## src/hdl/rv32x_pkg.sv

```systemverilog
package rv32x_pkg;

  typedef enum logic [5:0] {
    OP_LUI = 6'd0, OP_AUIPC = 6'd1, OP_ADDI = 6'd2, OP_SLT = 6'd3, OP_SLTI = 6'd4,
    OP_SLTU = 6'd5, OP_SLTIU = 6'd6, OP_XORI = 6'd7, OP_ORI = 6'd8, OP_ANDI = 6'd9,
    OP_SLLI = 6'd10, OP_SRLI = 6'd11, OP_SRAI = 6'd12, OP_ADD = 6'd13, OP_SUB = 6'd14,
    OP_AND = 6'd15, OP_XOR = 6'd16, OP_OR = 6'd17, OP_SLL = 6'd18, OP_SRL = 6'd19,
    OP_SRA = 6'd20, OP_JAL = 6'd21, OP_JALR = 6'd22, OP_BEQ = 6'd23, OP_BNE = 6'd24,
    OP_BLT = 6'd25, OP_BGE = 6'd26, OP_BLTU = 6'd27, OP_BGEU = 6'd28, OP_LB = 6'd29,
    OP_LH = 6'd30, OP_LW = 6'd31, OP_LBU = 6'd32, OP_LHU = 6'd33, OP_SB = 6'd34,
    OP_SH = 6'd35, OP_SW = 6'd36, OP_HALT = 6'd37, OP_INVALID = 6'd38
  } op_t;

  localparam logic [2:0] ST_RUNNING = 3'd0;
  localparam logic [2:0] ST_HALTED  = 3'd1;
  localparam logic [2:0] ST_INVALID = 3'd2;
  localparam logic [2:0] ST_OOB     = 3'd3;
  localparam logic [2:0] ST_READY   = 3'd4;

  // Back end phases: operand read, then execute and commit
  typedef enum logic [1:0] {S_IDLE, S_EXEC} phase_t;

  // Classified item handed from front to back
  typedef struct packed {
    logic [5:0]  mode;
    logic [4:0]  rd;
    logic [4:0]  rs1;
    logic [4:0]  rs2;
    logic [31:0] imm;
  } item_t;

endpackage

```

## src/hdl/rv32x_front.sv

```systemverilog
module rv32x_front (
  input  logic              clk,
  input  logic              rst_n,
  input  logic              in_tvalid,
  output logic              in_tready,
  input  logic [55:0]       in_tdata,
  output logic              q_valid,
  input  logic              q_ready,
  output rv32x_pkg::item_t  q_item
);

  // Two-entry queue between front and back
  rv32x_pkg::item_t mem_r [2];
  logic [0:0] wp_r, rp_r;
  logic [1:0] cnt_r;
  rv32x_pkg::item_t it;
  logic push, pop;

  // Unpack the transfer
  always_comb begin
    it.mode = in_tdata[5:0];
    it.rd   = in_tdata[10:6];
    it.rs1  = in_tdata[15:11];
    it.rs2  = in_tdata[20:16];
    it.imm  = in_tdata[52:21];
  end

  assign in_tready = (cnt_r != 2'd2);
  assign push = in_tvalid && in_tready;
  assign q_valid = (cnt_r != 2'd0);
  assign pop = q_valid && q_ready;
  assign q_item = mem_r[rp_r];

  always_ff @(posedge clk) begin
    if (push) begin
      mem_r[wp_r] <= it;
    end
    if (!rst_n) begin
      wp_r <= '0;
      rp_r <= '0;
      cnt_r <= '0;
    end else begin
      if (push) wp_r <= wp_r + 1'b1;
      if (pop) rp_r <= rp_r + 1'b1;
      cnt_r <= cnt_r + {1'b0, push} - {1'b0, pop};
    end
  end

endmodule

```

## config.mk

```make
export PLATFORM = sky130hd
export DESIGN_NAME = rv32x_front
export DESIGN_NICKNAME = d
export VERILOG_FILES = /design/src/hdl/rv32x_pkg.sv /design/src/hdl/rv32x_front.sv
export SDC_FILE = /design/constraint.sdc
export NUM_CORES = 1
export LEC_CHECK = 0
export BUFFER_PORTS_ARGS = -buffer_cell sky130_fd_sc_hd__buf_2
export CAP_MARGIN = 20
export CORE_ASPECT_RATIO = 0.5
export CORE_MARGIN = 4
export CORE_UTILIZATION = 40
export DETAILED_ROUTE_END_ITERATION = 7
export GPL_TIMING_DRIVEN = 0
export PLACE_DENSITY_LB_ADDON = 0.05
export RECOVER_POWER = 25
export REMOVE_ABC_BUFFERS = 1
export SYNTH_ARGS = -nofsm -noshare
export SYNTH_HDL_FRONTEND = slang
export SYNTH_SLANG_ARGS = --single-unit
```

## constraint.sdc

```tcl
create_clock -name clk -period 5.9 [get_ports clk]
set_input_delay 1.18 -clock clk [delete_from_list [all_inputs] [get_ports clk]]
set_output_delay 1.18 -clock clk [all_outputs]
set_load 0.01 [all_outputs]
```

==> out/results.ini <==
[floorplanning]
initial_utilization_pct = 42.19
die_w_um = 151.2
core_area_um2 = 9728
rows = 25
ios = 115
dieArea_um2 = 12040
die_h_um = 79.63

[clocking]
cts_buffers = 9
htree_levels = 3
cts_max_path_buffers = 2
cts_resized = 0
post_cts_buffers = 0
cts_root_buffer = clkbuf_16
clk_pin_slew_ns = 0.07
cts_tree = done
ctsHoldBuffers = 0
clk_latency_ns = 0.33
cts.sinks = 111

[detailed_routing]
drt_first_pass_iters = 4
drtIter0Drc = 49
wl_per_cell_um = 15.77
routed_wl_um = 7143
wl_met3_um = 563
drc = 0
antenna_left = 0
routed.top_layer = met4
wl_met2_um = 3761
num_vias = 2079
drt-met1-wl_um = 2723
vias_per_cell = 4.589

[sta]
tightest_slew_ns = 0.8587
fmax_mhz = 316.8
min_period_ns = 3.156
holdWs_ns = 0.5802
fin_skew_ns = 0.006669
finalSetupViolCount = 0
slew_violations = 0
hold_viol = 0
tns_ns = 0
rsz0062_at_grt = false
layout_setup_ws_ns = 2.744
period_share_pct = 53.50
relSlewSlack_pct = 42.76

[pwr]
switching_power_mw = 0.4907
p_clk_share_pct = 32.0
combPwrFrac_pct = 18.3
p_per_area_nw_per_um2 = 393.3
p_leak_nw = 1.905
power_mw = 2.026
seqPwrFrac_pct = 49.7
irDropWorstVdd_mv = 0.1915
switching_share_pct = 24.22
internal_power_mw = 1.536

[placement]
gp_congestion = 0.6493
hpwl_um = 4928
dp_worst_setup_slack_ns = 3.028
io_buffer_count = 111

[run]
cap_violations = 0

[run_status]
status = completed

[yosys]
synth_edf_count = 106
syn_inst = 194
ys_ff_latch = 111
async_flop_share_pct = 0
seq_area_frac_synth_pct = 80.00
synth_area_um2 = 4104
synth_ff_type = edfxtp_1
syn_avg_cell_area_um2 = 21.15
yosys_warnings = 0
netlist-cell-type-count = 25

[setup_path]
crit_type = reg -> out
cp.arrival_ns = 1.98
path_max_fanout = 32
end_kind = output pin
start_kind = register
cp.required_ns = 4.72

[global_route]
grt_pass1_wl_um = 11070
track_usage_pct = 12.41
antenna_found_initial = 0
grt_pass1_vias = 2271
grt_max_degree = 33
grt-ovfl-total = 0

[worst_hold_path]
min-delay-path-class = reg -> reg

[finish]
diodes = 0
nets = 374
area_growth_pct = 25.55
layout-drive-gt1-share_pct = 38.36

==> synthesized netlist by cell type (2+ instances only) <==
cell / n / area share, %
nor2_1: 2 / 0.18
edfxtp_1: 106 / 78
and2_1: 3 / 0.46
mux2_2: 3 / 0.82
nand2b_1: 2 / 0.30
buf_6: 5 / 1.4
dfxtp_1: 5 / 2.4
a21bo_1: 2 / 0.49
mux2_1: 50 / 14
==> cells in the final DEF (no fill, tap or decap), drive strengths merged, types with 2 or more instances in the layout <==
cell type / n
a21bo: 2
and2: 3
buf: 100
bufinv: 2
clkbuf: 26
dfxtp: 5
edfxtp: 106
inv: 2
mux2: 53
nand2b: 2
nor2: 2
o21ai: 2
==> worst paths after layout <==
check / startpoint / slack [ns] / cells after the start / end
setup / recovery: register / 2.74 / 3 / q_item[25]
hold / removal: wp_r / 0.58 / 2 / wp_r
hold reg to reg: wp_r / 0.58 / 2 / wp_r
setup reg to reg: cnt_r[0] / 3.96 / 3 / mem_r[1][37]
==> logic make-up after synthesis <==
group | synth area share (%)
flops | 80.00
mux | 14.79
simple gates | 1.799
compound gates | 1.311
buf+inv | 1.585
xor+xnor | 0.2135
fa+ha+maj | 0.3048
==> per-stage QoR <==
| step | utilization (%) | instances | cell area (um2) |
|---|---|---|---|
| after global routing | 52.96 | 453 | 5152 |
| final | 52.96 | 453 | 5152 |
| after CTS | 53.14 | 453 | 5170 |
| after global placement | 49.00 | 434 | 4767 |
| after detailed placement | 49.72 | 437 | 4837 |
| after floorplan | - | 188 | 4043 |
==> per-layer routing <==
metal | GRT usage [%] | vias up
met5 | 0 | -
met4 | 4.340 | 0
met3 | 5.502 | 9
met2 | 22.18 | 57
met1 | 13.07 | 1009
li1 | - | 1004
==> registers in the layout, summed over array words and instances, names as in the netlist, named ones only <==
name   flops
mem_r    106
cnt_r      2
wp_r       1
rp_r       1
==> power by group through the flow <==
stage | logic, mW | registers [mW] | clock network [mW]
finish | 0.371 | 1.01 | 0.648
global route | 0.413 | 1.02 | 0.706
CTS | 0.385 | 1.01 | 0.669
detailed placement | 0.383 | 1.03 | 0
global placement | 0.344 | 1.04 | 0
floorplan | 0.203 | 1.02 | 0
==> worst max-delay path: stages, from the launching register on <==
cell and delay (ns):
dfxtp_2 0.89, buf_16 0.26, mux2_1 0.34, buf_2 0.14
==> cell type report <==
cell class | instances | area (um2)
fillers | 836 | 4576
flip-flops and latches | 111 | 3284
multi-input cells | 76 | 757.0
repair buffers | 114 | 605.6
clock buffers | 12 | 256.5
well taps | 135 | 168.9
clock inverters | 4 | 76.32
inverters | 1 | 3.754
No activity file was read; power rests on OpenSTA's default activity.
